--- src/sv/cmat_pkg.sv ---
package cmat_pkg;

    localparam int HALF_WINDOW_DEF = 5;
    localparam int HALF_WINDOW_MAX = 16;

    localparam int LAT_W   = 31;
    localparam int LON_W   = 32;
    localparam int STAMP_W = 40;

    // point count up to 2*HALF_WINDOW_MAX+1
    localparam int CNT_W = $clog2(2 * HALF_WINDOW_MAX + 2);

    localparam int LAT_SUM_W   = LAT_W + CNT_W;
    localparam int LON_SUM_W   = LON_W + CNT_W;
    localparam int STAMP_SUM_W = STAMP_W + CNT_W;

    localparam int DIV_W     = STAMP_SUM_W;
    localparam int DIV_CNT_W = $clog2(DIV_W);

    localparam int HIST_W = LAT_W + LON_W + STAMP_W;

    typedef struct packed {
        logic signed [LAT_SUM_W-1:0] lat_sum;
        logic signed [LON_SUM_W-1:0] lon_sum;
        logic [STAMP_SUM_W-1:0]      stamp_sum;
        logic [CNT_W-1:0]            count;
        logic                        last;
    } job_t;

endpackage

--- src/sv/cmat_queue.sv ---
module cmat_queue
    import cmat_pkg::*;
(
    input  logic clk,
    input  logic rst_n,
    input  logic push,
    input  job_t push_job,
    output logic full,
    input  logic pop,
    output job_t pop_job,
    output logic empty
);

    job_t       slot_reg [2];
    logic       wr_ptr_reg;
    logic       rd_ptr_reg;
    logic [1:0] fill_reg;

    assign full    = (fill_reg == 2'd2);
    assign empty   = (fill_reg == 2'd0);
    assign pop_job = slot_reg[rd_ptr_reg];

    always_ff @(posedge clk)
    begin
        if (push)
        begin
            slot_reg[wr_ptr_reg] <= push_job;
        end
    end

    always_ff @(posedge clk or negedge rst_n)
    begin
        if (!rst_n)
        begin
            wr_ptr_reg <= 1'b0;
            rd_ptr_reg <= 1'b0;
            fill_reg   <= 2'd0;
        end
        else
        begin
            if (push)
            begin
                wr_ptr_reg <= ~wr_ptr_reg;
            end
            if (pop)
            begin
                rd_ptr_reg <= ~rd_ptr_reg;
            end
            if (push && !pop)
            begin
                fill_reg <= fill_reg + 2'd1;
            end
            else if (pop && !push)
            begin
                fill_reg <= fill_reg - 2'd1;
            end
        end
    end

endmodule

--- src/sv/cmat_front.sv ---
module cmat_front
    import cmat_pkg::*;
#(
    parameter int HALF_WINDOW = HALF_WINDOW_DEF
)
(
    input  logic                      clk,
    input  logic                      rst_n,
    input  logic                      in_valid,
    output logic                      in_ready,
    input  logic signed [LAT_W-1:0]   lat,
    input  logic signed [LON_W-1:0]   lon,
    input  logic [STAMP_W-1:0]        stamp,
    input  logic                      end_of_track,
    output logic                      push,
    output job_t                      push_job,
    input  logic                      q_full
);

    localparam int SPAN = 2 * HALF_WINDOW + 1;
    localparam int PW   = $clog2(SPAN);
    localparam logic [CNT_W-1:0] SPAN_C = CNT_W'(SPAN);
    localparam logic [CNT_W-1:0] HW_C   = CNT_W'(HALF_WINDOW);

    localparam logic [2:0] F_IDLE  = 3'd0;
    localparam logic [2:0] F_ADD   = 3'd1;
    localparam logic [2:0] F_EMIT  = 3'd2;
    localparam logic [2:0] F_FLUSH = 3'd3;
    localparam logic [2:0] F_DROP  = 3'd4;

    logic [2:0] state_reg, state_next;

    logic [HIST_W-1:0] hist_mem [SPAN];
    logic [HIST_W-1:0] hist_rd_reg;

    logic signed [LAT_W-1:0] lat_in_reg;
    logic signed [LON_W-1:0] lon_in_reg;
    logic [STAMP_W-1:0]      stamp_in_reg;
    logic                    eot_reg;

    logic signed [LAT_SUM_W-1:0] lat_sum_reg, lat_sum_next;
    logic signed [LON_SUM_W-1:0] lon_sum_reg, lon_sum_next;
    logic [STAMP_SUM_W-1:0]      stamp_sum_reg, stamp_sum_next;
    logic [CNT_W-1:0]            points_reg, points_next;
    logic [CNT_W-1:0]            k_reg, k_next;
    logic [PW-1:0]               wr_ptr_reg, wr_ptr_next;

    logic [CNT_W-1:0] wr_ext;
    logic [CNT_W-1:0] old_idx;
    logic [PW-1:0]    old_addr;
    logic             full_win;

    logic signed [LAT_W-1:0] old_lat;
    logic signed [LON_W-1:0] old_lon;
    logic [STAMP_W-1:0]      old_stamp;

    logic signed [LAT_SUM_W-1:0] lat_sub, lat_add;
    logic signed [LON_SUM_W-1:0] lon_sub, lon_add;
    logic [STAMP_SUM_W-1:0]      stamp_sub, stamp_add;

    logic [CNT_W-1:0] need;

    // oldest held point sits points_reg slots behind the write pointer
    assign wr_ext   = CNT_W'(wr_ptr_reg);
    assign old_idx  = (wr_ext >= points_reg) ? (wr_ext - points_reg)
                                             : (wr_ext + SPAN_C - points_reg);
    assign old_addr = old_idx[PW-1:0];
    assign full_win = (points_reg == SPAN_C);

    assign old_lat   = hist_rd_reg[LAT_W-1:0];
    assign old_lon   = hist_rd_reg[LAT_W+LON_W-1:LAT_W];
    assign old_stamp = hist_rd_reg[HIST_W-1:LAT_W+LON_W];

    assign lat_sub   = {{(LAT_SUM_W-LAT_W){old_lat[LAT_W-1]}}, old_lat};
    assign lon_sub   = {{(LON_SUM_W-LON_W){old_lon[LON_W-1]}}, old_lon};
    assign stamp_sub = {{(STAMP_SUM_W-STAMP_W){1'b0}}, old_stamp};
    assign lat_add   = {{(LAT_SUM_W-LAT_W){lat_in_reg[LAT_W-1]}}, lat_in_reg};
    assign lon_add   = {{(LON_SUM_W-LON_W){lon_in_reg[LON_W-1]}}, lon_in_reg};
    assign stamp_add = {{(STAMP_SUM_W-STAMP_W){1'b0}}, stamp_in_reg};

    assign need     = HW_C + k_reg;
    assign in_ready = (state_reg == F_IDLE);

    assign push_job.lat_sum   = lat_sum_reg;
    assign push_job.lon_sum   = lon_sum_reg;
    assign push_job.stamp_sum = stamp_sum_reg;
    assign push_job.count     = points_reg;
    assign push_job.last      = (state_reg == F_FLUSH) && (k_reg == CNT_W'(1));

    always_comb
    begin
        state_next     = state_reg;
        lat_sum_next   = lat_sum_reg;
        lon_sum_next   = lon_sum_reg;
        stamp_sum_next = stamp_sum_reg;
        points_next    = points_reg;
        k_next         = k_reg;
        wr_ptr_next    = wr_ptr_reg;
        push           = 1'b0;
        unique case (state_reg)
            F_IDLE:
            begin
                if (in_valid)
                begin
                    state_next = F_ADD;
                end
            end
            F_ADD:
            begin
                lat_sum_next   = lat_sum_reg - (full_win ? lat_sub : '0) + lat_add;
                lon_sum_next   = lon_sum_reg - (full_win ? lon_sub : '0) + lon_add;
                stamp_sum_next = stamp_sum_reg - (full_win ? stamp_sub : '0) + stamp_add;
                points_next    = full_win ? points_reg : points_reg + CNT_W'(1);
                wr_ptr_next    = (wr_ptr_reg == PW'(SPAN - 1)) ? '0 : wr_ptr_reg + PW'(1);
                if (points_next > HW_C)
                begin
                    state_next = F_EMIT;
                end
                else if (eot_reg)
                begin
                    k_next     = points_next;
                    state_next = F_FLUSH;
                end
                else
                begin
                    state_next = F_IDLE;
                end
            end
            F_EMIT:
            begin
                if (!q_full)
                begin
                    push = 1'b1;
                    if (eot_reg)
                    begin
                        k_next     = (points_reg < HW_C) ? points_reg : HW_C;
                        state_next = F_FLUSH;
                    end
                    else
                    begin
                        state_next = F_IDLE;
                    end
                end
            end
            F_FLUSH:
            begin
                if (points_reg > need)
                begin
                    state_next = F_DROP;
                end
                else if (!q_full)
                begin
                    push = 1'b1;
                    if (k_reg == CNT_W'(1))
                    begin
                        lat_sum_next   = '0;
                        lon_sum_next   = '0;
                        stamp_sum_next = '0;
                        points_next    = '0;
                        state_next     = F_IDLE;
                    end
                    else
                    begin
                        k_next = k_reg - CNT_W'(1);
                    end
                end
            end
            F_DROP:
            begin
                lat_sum_next   = lat_sum_reg - lat_sub;
                lon_sum_next   = lon_sum_reg - lon_sub;
                stamp_sum_next = stamp_sum_reg - stamp_sub;
                points_next    = points_reg - CNT_W'(1);
                state_next     = F_FLUSH;
            end
            default:
            begin
                state_next = F_IDLE;
            end
        endcase
    end

    always_ff @(posedge clk)
    begin
        hist_rd_reg <= hist_mem[old_addr];
        if (state_reg == F_ADD)
        begin
            hist_mem[wr_ptr_reg] <= {stamp_in_reg, lon_in_reg, lat_in_reg};
        end
        if (in_valid && in_ready)
        begin
            lat_in_reg   <= lat;
            lon_in_reg   <= lon;
            stamp_in_reg <= stamp;
            eot_reg      <= end_of_track;
        end
    end

    always_ff @(posedge clk or negedge rst_n)
    begin
        if (!rst_n)
        begin
            state_reg     <= F_IDLE;
            lat_sum_reg   <= '0;
            lon_sum_reg   <= '0;
            stamp_sum_reg <= '0;
            points_reg    <= '0;
            k_reg         <= '0;
            wr_ptr_reg    <= '0;
        end
        else
        begin
            state_reg     <= state_next;
            lat_sum_reg   <= lat_sum_next;
            lon_sum_reg   <= lon_sum_next;
            stamp_sum_reg <= stamp_sum_next;
            points_reg    <= points_next;
            k_reg         <= k_next;
            wr_ptr_reg    <= wr_ptr_next;
        end
    end

endmodule

--- src/sv/cmat_back.sv ---
module cmat_back
    import cmat_pkg::*;
(
    input  logic                    clk,
    input  logic                    rst_n,
    input  logic                    q_empty,
    input  job_t                    pop_job,
    output logic                    pop,
    output logic                    out_valid,
    input  logic                    out_ready,
    output logic signed [LAT_W-1:0] avg_lat,
    output logic signed [LON_W-1:0] avg_lon,
    output logic [STAMP_W-1:0]      avg_stamp,
    output logic                    last_of_track
);

    localparam logic [1:0] B_IDLE = 2'd0;
    localparam logic [1:0] B_LOAD = 2'd1;
    localparam logic [1:0] B_DIV  = 2'd2;
    localparam logic [1:0] B_DONE = 2'd3;

    localparam logic [1:0] SEL_LAT   = 2'd0;
    localparam logic [1:0] SEL_LON   = 2'd1;
    localparam logic [1:0] SEL_STAMP = 2'd2;

    logic [1:0]           state_reg;
    logic [1:0]           sel_reg;
    job_t                 job_reg;
    logic [DIV_W-1:0]     div_reg;
    logic [CNT_W-1:0]     rem_reg;
    logic [DIV_CNT_W-1:0] step_reg;
    logic                 neg_reg;

    logic signed [LAT_W-1:0] res_lat_reg;
    logic signed [LON_W-1:0] res_lon_reg;

    logic signed [LAT_W-1:0] out_lat_reg;
    logic signed [LON_W-1:0] out_lon_reg;
    logic [STAMP_W-1:0]      out_stamp_reg;
    logic                    out_last_reg;
    logic                    out_valid_reg;

    logic [LAT_SUM_W-1:0] lat_mag;
    logic [LON_SUM_W-1:0] lon_mag;
    logic [DIV_W-1:0]     mag;
    logic                 mag_neg;
    logic [CNT_W:0]       rem_try;
    logic                 q_bit;
    logic [DIV_W-1:0]     quot;
    logic [DIV_W-1:0]     quot_signed;
    logic                 out_free;

    assign lat_mag = job_reg.lat_sum[LAT_SUM_W-1] ? LAT_SUM_W'(-job_reg.lat_sum)
                                                 : LAT_SUM_W'(job_reg.lat_sum);
    assign lon_mag = job_reg.lon_sum[LON_SUM_W-1] ? LON_SUM_W'(-job_reg.lon_sum)
                                                 : LON_SUM_W'(job_reg.lon_sum);

    always_comb
    begin
        unique case (sel_reg)
            SEL_LAT:
            begin
                mag     = DIV_W'(lat_mag);
                mag_neg = job_reg.lat_sum[LAT_SUM_W-1];
            end
            SEL_LON:
            begin
                mag     = DIV_W'(lon_mag);
                mag_neg = job_reg.lon_sum[LON_SUM_W-1];
            end
            default:
            begin
                mag     = job_reg.stamp_sum;
                mag_neg = 1'b0;
            end
        endcase
    end

    // restoring division, one quotient bit per cycle
    assign rem_try     = {rem_reg, div_reg[DIV_W-1]};
    assign q_bit       = (rem_try >= {1'b0, job_reg.count});
    assign quot        = {div_reg[DIV_W-2:0], q_bit};
    assign quot_signed = neg_reg ? -quot : quot;

    assign out_free = !out_valid_reg || out_ready;
    assign pop      = (state_reg == B_IDLE) && !q_empty;

    assign out_valid     = out_valid_reg;
    assign avg_lat       = out_lat_reg;
    assign avg_lon       = out_lon_reg;
    assign avg_stamp     = out_stamp_reg;
    assign last_of_track = out_last_reg;

    always_ff @(posedge clk)
    begin
        unique case (state_reg)
            B_IDLE:
            begin
                if (!q_empty)
                begin
                    job_reg <= pop_job;
                end
            end
            B_LOAD:
            begin
                div_reg  <= mag + DIV_W'(job_reg.count >> 1);
                neg_reg  <= mag_neg;
                rem_reg  <= '0;
                step_reg <= '0;
            end
            B_DIV:
            begin
                div_reg  <= quot;
                rem_reg  <= q_bit ? CNT_W'(rem_try - {1'b0, job_reg.count})
                                  : CNT_W'(rem_try);
                step_reg <= step_reg + DIV_CNT_W'(1);
                if (step_reg == DIV_CNT_W'(DIV_W - 1))
                begin
                    if (sel_reg == SEL_LAT)
                    begin
                        res_lat_reg <= quot_signed[LAT_W-1:0];
                    end
                    if (sel_reg == SEL_LON)
                    begin
                        res_lon_reg <= quot_signed[LON_W-1:0];
                    end
                end
            end
            B_DONE:
            begin
                if (out_free)
                begin
                    out_lat_reg   <= res_lat_reg;
                    out_lon_reg   <= res_lon_reg;
                    out_stamp_reg <= div_reg[STAMP_W-1:0];
                    out_last_reg  <= job_reg.last;
                end
            end
            default:
            begin
            end
        endcase
    end

    always_ff @(posedge clk or negedge rst_n)
    begin
        if (!rst_n)
        begin
            state_reg     <= B_IDLE;
            sel_reg       <= SEL_LAT;
            out_valid_reg <= 1'b0;
        end
        else
        begin
            if ((state_reg == B_DONE) && out_free)
            begin
                out_valid_reg <= 1'b1;
            end
            else if (out_ready)
            begin
                out_valid_reg <= 1'b0;
            end
            unique case (state_reg)
                B_IDLE:
                begin
                    if (!q_empty)
                    begin
                        sel_reg   <= SEL_LAT;
                        state_reg <= B_LOAD;
                    end
                end
                B_LOAD:
                begin
                    state_reg <= B_DIV;
                end
                B_DIV:
                begin
                    if (step_reg == DIV_CNT_W'(DIV_W - 1))
                    begin
                        if (sel_reg == SEL_STAMP)
                        begin
                            state_reg <= B_DONE;
                        end
                        else
                        begin
                            sel_reg   <= sel_reg + 2'd1;
                            state_reg <= B_LOAD;
                        end
                    end
                end
                B_DONE:
                begin
                    if (out_free)
                    begin
                        state_reg <= B_IDLE;
                    end
                end
                default:
                begin
                    state_reg <= B_IDLE;
                end
            endcase
        end
    end

endmodule

--- src/sv/centered_moving_average_track.sv ---
// Centered moving average of a track with the window clipped at both ends.
// Each accepted point passes through the front's add state (and its emit
// state when it yields a result) before the front takes a new point; an end
// mark adds a flush step, and any drop steps needed, per flushed result.
// Every result then runs through one shared restoring divider, one quotient
// bit per cycle for latitude, longitude and time in turn; that divider sets
// the sustained rate. A two-entry queue of window sums sits between the
// front and the divider. Results lag the input by HALF_WINDOW points; the
// end mark flushes the rest of the track with tlast on its final result.
module centered_moving_average_track
    import cmat_pkg::*;
#(
    parameter int HALF_WINDOW = HALF_WINDOW_DEF
)
(
    input  logic         clk,
    input  logic         rst_n,
    input  logic         s_tvalid,
    output logic         s_tready,
    input  logic [103:0] s_tdata,   // lat[30:0], lon[62:31], stamp[102:63], zero pad
    input  logic         s_tlast,   // end_of_track
    output logic         m_tvalid,
    input  logic         m_tready,
    output logic [103:0] m_tdata,   // avg_lat[30:0], avg_lon[62:31], avg_stamp[102:63], pad
    output logic         m_tlast    // last_of_track
);

    logic push;
    logic pop;
    logic q_full;
    logic q_empty;
    job_t push_job;
    job_t pop_job;

    logic signed [LAT_W-1:0] avg_lat;
    logic signed [LON_W-1:0] avg_lon;
    logic [STAMP_W-1:0]      avg_stamp;

    cmat_front #(
        .HALF_WINDOW(HALF_WINDOW)
    ) u_front (
        .clk         (clk),
        .rst_n       (rst_n),
        .in_valid    (s_tvalid),
        .in_ready    (s_tready),
        .lat         (s_tdata[LAT_W-1:0]),
        .lon         (s_tdata[LAT_W+LON_W-1:LAT_W]),
        .stamp       (s_tdata[HIST_W-1:LAT_W+LON_W]),
        .end_of_track(s_tlast),
        .push        (push),
        .push_job    (push_job),
        .q_full      (q_full)
    );

    cmat_queue u_queue (
        .clk     (clk),
        .rst_n   (rst_n),
        .push    (push),
        .push_job(push_job),
        .full    (q_full),
        .pop     (pop),
        .pop_job (pop_job),
        .empty   (q_empty)
    );

    cmat_back u_back (
        .clk          (clk),
        .rst_n        (rst_n),
        .q_empty      (q_empty),
        .pop_job      (pop_job),
        .pop          (pop),
        .out_valid    (m_tvalid),
        .out_ready    (m_tready),
        .avg_lat      (avg_lat),
        .avg_lon      (avg_lon),
        .avg_stamp    (avg_stamp),
        .last_of_track(m_tlast)
    );

    assign m_tdata = {1'b0, avg_stamp, avg_lon, avg_lat};

endmodule

--- config.mk ---
export PLATFORM = sky130hd
export DESIGN_NAME = centered_moving_average_track
export DESIGN_NICKNAME = d
export VERILOG_FILES = /design/src/sv/cmat_pkg.sv /design/src/sv/cmat_queue.sv /design/src/sv/cmat_front.sv /design/src/sv/cmat_back.sv /design/src/sv/centered_moving_average_track.sv
export SDC_FILE = /design/constraint.sdc
export NUM_CORES = 2
export LEC_CHECK = 0
export BUFFER_PORTS_ARGS = -buffer_cell sky130_fd_sc_hd__buf_2
export CAP_MARGIN = 10
export CORE_ASPECT_RATIO = 0.7
export CORE_UTILIZATION = 40
export DETAILED_ROUTE_END_ITERATION = 10
export REMOVE_ABC_BUFFERS = 1
export SETUP_SLACK_MARGIN = 0.2
export SKIP_LAST_GASP = 1
export SLEW_MARGIN = 20
export SYNTH_ARGS = -nofsm -noshare
export SYNTH_HDL_FRONTEND = slang
export SYNTH_SLANG_ARGS = --single-unit
--- constraint.sdc ---
create_clock -name clk -period 33 [get_ports clk]
set_input_delay 1.65 -clock clk [delete_from_list [all_inputs] [get_ports clk]]
set_output_delay 1.65 -clock clk [all_outputs]
set_load 0.05 [all_outputs]
; Word-level counts from Yosys, hierarchy flattened
; Memories as Yosys holds them, arrays and structs flattened. A register that Yosys moved wholly into a read port is not among the register bits.
; Cells that the tools add are included.
[word_totals]
output_inout_bits = 107
mem_count = 2
in_bits = 109
ram_bits = 1389
regBits = 479
[memory_table]
columns = name, words, word_bits, read_ports, rd_ports_with_merged_regs, wr, line
row1 = u_front.hist_mem, 11, 103, 1, 1, 1, cmat_front.sv:33  ; logic [HIST_W-1:0] hist_mem [SPAN];
row2 = u_queue.slot_reg, 2, 128, 1, 1, 1, cmat_queue.sv:14  ; job_t slot_reg [2];
[op_classes]
n_lt_le_gt_ge = 5
n_bitwise = 3
n_addsub = 26
n_mux = 68
eq_ne = 29
n_reduce_logical = 30
[ops]
columns = op, n
row1 = $mux W38, 5
row2 = $mux W37, 5
row3 = $pmux W46 S2, 2
row4 = $mux W46, 3
row5 = $pmux W46 S3, 1
row6 = $pmux W38 S3, 1
row7 = $pmux W37 S3, 1
row8 = $mux W6, 13
row9 = $add A46 B40 Y46, 1
row10 = $add A46 B5 Y46, 1
row11 = $sub A46 B40 Y46, 1
row12 = $sub A46 B46 Y46, 1
row13 = $mux W40, 1
row14 = $add A38 B38 Y38, 1
row15 = $neg A38 Y38, 1
row16 = $sub A38 B32 Y38, 1
row17 = $sub A38 B38 Y38, 1
row18 = $add A37 B37 Y37, 1
row19 = $neg A37 Y37, 1
row20 = $sub A37 B31 Y37, 1
row21 = $sub A37 B37 Y37, 1
row22 = $pmux W6 S3, 2
row23 = $mux W32, 1
row24 = $neg A32 Y32, 1
row25 = other kinds (47), 113

; Depth between registers and ports, before layout
[depth]
depth_word = 8
mapped_depth = 24
depth_no_buf = 20

; Hierarchy
; Synthesis repeated with hierarchy kept, for this count alone.
[hier_totals]
cells_unflattened = 7671
hier_area_um2 = 99948.4
[by_module_without_submodules]
columns = mod, area_per_inst_um2, n_inst, cells_each, seq_area_each_um2
row1 = cmat_front, 73576.8, 1, 5929, 42711.0
row2 = cmat_back, 16893.7, 1, 1326, 10755.3
row3 = cmat_queue, 9466.6, 1, 414, 7787.5
row4 = centered_moving_average_track, 11.3, 1, 2, 0.0

; Worst setup path before layout
; OpenSTA, ideal clock, no wires.
[synth_timing]
kind = reg-to-reg
start = register u_front.state_reg[2]
end = memory u_front.hist_mem[2][0] (netlist name), enable pin
t_arrival_ns = 11.049
path_stages_with_launch = 6
t_required_ns = 32.183
path_buffers = 1
path_slack_ns = 21.133
setup_ns = 0.817
path_cell_list = dfrtp_1 clkbuf_1 nand2b_1 nor2_1 nand2_1 nor4_1
[synth_via]
elab_chain_cells = 3
[synth_rtl]
columns = element, line
row1 = start: declaration, cmat_front.sv:31  ; logic [2:0] state_reg, state_next;
row2 = start signal: assignment, cmat_front.sv:213  ; state_reg <= state_next;
row3 = $eq A3 B1 Y1, cmat_front.sv:186  ; if (state_reg == F_ADD)
row4 = $mux W1, cmat_front.sv:186
row5 = $mux W1 (not written as such), cmat_front.sv:188  ; hist_mem[wr_ptr_reg] <= {stamp_in_reg, lon_in_reg, lat_in_reg};
row6 = end: declaration, cmat_front.sv:33
; No other way between the ends.

; Worst setup path in the final report
[layout_timing]
start = register u_front.points_reg[3]
end = register u_front.lat_sum_reg[35]
[layout_via]
elab_chain_cells = 5
word_cells_on_any_way = 8
cone_classes = 2 x add/sub / 1 x order compare / 2 x eq/ne / 2 x mux / 1 x reduce/logical
[layout_rtl]
columns = element, line
row1 = start: declaration, cmat_front.sv:44  ; logic [CNT_W-1:0] points_reg, points_next;
row2 = start signal: assignment, cmat_front.sv:217  ; points_reg <= points_next;
row3 = $eq A6 B4 Y1, cmat_front.sv:68  ; assign full_win = (points_reg == SPAN_C);
row4 = $mux W37, cmat_front.sv:110  ; lat_sum_next = lat_sum_reg - (full_win ? lat_sub : '0) + lat_add;
row5 = $sub A37 B37 Y37, cmat_front.sv:110
row6 = $add A37 B37 Y37, cmat_front.sv:110
row7 = $pmux W37 S3, cmat_front.sv:100  ; unique case (state_reg)
row8 = end signal: assignment, cmat_front.sv:214  ; lat_sum_reg <= lat_sum_next;
row9 = end: declaration, cmat_front.sv:41  ; logic signed [LAT_SUM_W-1:0] lat_sum_reg, lat_sum_next;
; Parallel ways exist; a longest one is shown, timed or not.
; A chain may end at the register's enable or synchronous reset.

==> results by group <==
Outcome
  – Status: finished, final reports clean

Setup path
  – Critical path's slowest cell: a2111oi_0
  – Worst Path Arrival: 7.51 ns
  – Max Fanout on Critical Path: 29
  – Kind of critical path: flop to flop
  – Startpoint Class: flop
  – Worst reg2reg startpoint: u_front.points_reg[3]
  – Slowest stage delay, CP: 0.80 ns
  – Worst Setup End Kind: flop
  – Worst path bufs/invs: 3
  – CP delay by family, top: compound AO/OA/AOI/OAI gates
  – Crit path launch: u_front.points_reg[3]
  – WP data required: 33.70 ns
  – Worst-path cell chain: inv_1 > or3_1 > nand3b_1 > buf_4 > nor2_1 > fa_1 > inv_1 > ha_1 > and4_1 > nand3_1 > a2111oi_0 > or3_1 > a2bb2oi_1 > a31oi_1 > o31ai_1 > nor3_1 > o41ai_1 > xnor2_1 > o221ai_1

Yosys
  – Synthesis warning total: 0
  – Synthesized area: 0.0968 mm2
  – Syn_area_per_cell: 13.7 um2
  – Netlist cell types: 97
  – Post-synth top flop: edfxtp_1
  – Share of flip-flops with an asynchronous set or reset: 7.10%
  – Post-synth EDFFs: 1847
  – Flip-flop and latch count after synthesis: 2099
  – Register area share after synthesis: between 60 and 70%
  – Cells after Synth: 7064

Detailed routing
  – Via density: roughly 5.5
  – Vias: 58547
  – Drt first pass iters: 6
  – Drt total wl: 248 mm
  – Antenna viol nets, final: 0
  – Initial DRC count: 6004
  – Routed WL per cell: 23.2 um
  – DRC viols: 0

Finish
  – Max FFs per register: 1133
  – Most frequent cells in the layout: edfxtp_1, inv_1, a21oi_1, nand2_1, nor2_1
  – Synthesis-to-layout area growth: 12.5%
  – Final Instance Count excl. Fillers: 10663
  – Commonest non-fill, non-tap cell in the layout: edfxtp_1
  – Layout cells sized above 1: around 15%
  – Final nets: a little under 8000

CTS
  – Clock Tree Root: clkbuf_16
  – CTS Hold Bufs: 0
  – Clk_lat worst skew: 0.87 ns
  – TritonCTS Buffers: 208
  – Post-cts resize count: 0
  – H-tree level count: 4
  – TritonCTS clock tree: done
  – Clock Sinks: 2099
  – Clock Pin Slew Worst Setup and Hold Paths: 0.07 ns
  – # Post-CTS Setup Buffers: 0
  – CTS Buffer Depth: 4

Die
  – Die W: 590 um
  – Rows: 150
  – Initial core utilization: 40.4%
  – Ports: about 220
  – Die area: between 0.2 and 0.25 mm2
  – Placeable Area: 0.240 mm2
  – Die H: approximately 410 um

STA
  – Worst-Margin Slew: ~1.3 ns
  – Worst Clk Skew: around 0.070 ns
  – Slew Viols, Final: 0
  – Final setup fails: 0
  – Hold Fails Final Rpt: 0
  – Part of the cycle the worst path needs: 20.7%
  – Crit path time final: 6.82 ns
  – Slew margin rel.: 11.6%
  – Max Fclk: 147 MHz
  – RSZ-0062 raised after global routing: no
  – Sum of negative setup slack: 0 ns

Min path
  – Worst Hold Class: flop to flop
  – Worst Hold Launch: u_back.res_lat_reg[22]

Global routing
  – Wire length of the first global-routing pass: about 370 mm
  – Antenna violations before repair: 8
  – Met1 Track Usage GR: 30.9%
  – GR Overflow Total: 0
  – Met2 Usage GRT: roughly 30%
  – Pin count of the biggest net entering global routing: slightly above 90
  – Busiest layer in global routing: met1
  – Total Routing Usage GR: 20.1%
  – Number of global-route vias before repair: 57259
  – M3 GR Usage: 3.21%

Placed design
  – Input/output buffers: 213
  – Routability Congestion: 0.921
  – Cells after DPL: roughly 10000
  – Final HPWL DP: 164 mm

Job
  – MaxCap Viol Count: 0
-- final timing paths --
check / end / slack [ns] / cells past startpoint
max: u_front.lat_sum_reg[35] / 26.19 / 19
min in group asynchronous: u_front.stamp_sum_reg[7] / 0.81 / 1
max in group asynchronous: u_front.lat_sum_reg[35] / 30.76 / 2
max reg2reg: u_front.lat_sum_reg[35] / 26.19 / 19
min: u_back.avg_lat[22] / 0.42 / 0
min reg2reg: u_back.avg_lat[22] / 0.42 / 0
-- final cells by class --
type | instances | area, um2
diodes | 2 | 5.00
clock buffers | 265 | 5680
clock inverters | 112 | 1350
fillers | 21074 | 131000
inverters | 644 | 2420
multi-input cells | 4025 | 32200
flip-flops and latches | 2099 | 61300
well taps | 3192 | 3990
repair buffers | 324 | 1950
-- cells by family after synthesis --
group | Yosys count | share of synthesized area, %
flops | 2099 | 63.3
compound gates | 1429 | 9.46
xor+xnor | 348 | 3.15
mux | 465 | 7.72
buf+inv | 940 | 3.67
fa+ha+maj | 402 | 6.13
other cells | 1 | 0.00387
simple gates | 1380 | 6.57
-- metal layers --
layer  up-vias  share of wire (%)
met5         -             0.0044
met3       316                6.6
met1     29537                 48
met2      1940                 43
li1      26752                  -
met4         2                2.0
-- worst reg2reg max path, cell delays in order, from the launching register on --
cell and delay (ns):
dfrtp_1 0.73, inv_1 0.17, or3_1 0.46, nand3b_1 0.29
buf_4 0.32, nor2_1 0.24, fa_1 0.43, inv_1 0.07
ha_1 0.24, and4_1 0.29, nand3_1 0.24, a2111oi_0 0.80
or3_1 0.29, a2bb2oi_1 0.37, a31oi_1 0.29, o31ai_1 0.54
nor3_1 0.13, o41ai_1 0.40, xnor2_1 0.20, o221ai_1 0.15
-- cell usage after synthesis (27+ instances only) --
cell type  count  share of area, %
o41ai_1       30              0.27
nor3_1        83              0.43
a211oi_1      37              0.29
a21o_1       127              0.99
ha_1         281               3.6
o21bai_1      31              0.24
dfxtp_1      103               2.1
nor2_1       454               1.8
nand2_1      463               1.8
nand4_1       38              0.25
nor2b_1       27              0.17
or3_1         31              0.20
a21oi_1      533               2.8
nand2b_1      47              0.30
a22oi_1       33              0.26
mux2i_1       64              0.66
a31oi_1       77              0.50
xnor2_1      222               2.0
o31ai_1       35              0.27
edfxtp_1    1847                57
fa_1         121               2.5
a221oi_1      88              0.80
o21ai_0      209               1.1
inv_1        643               2.5
clkbuf_1     249              0.97
dfrtp_1      149               3.9
nand3_1       71              0.37
and2_1        30              0.19
mux4_2       206               4.8
buf_1         39              0.15
xor2_1       126               1.1
mux2_2       195               2.3
-- per-stage QoR --
step	instance area [um2]	worst slack [ns]	hold WS (ns)	util, %
after global routing	109000	25.73	0.423	45.4
after floorplan	95700	6.16	0.400	-
after global placement	102000	26.28	0.404	42.5
after CTS	109000	26.21	0.418	45.4
after detailed placement	102000	26.22	0.405	42.5
final	109000	26.19	0.417	45.4
Power is not shown: default switching activity piles up to over one toggle a cycle in this logic, so the estimate is an artifact.
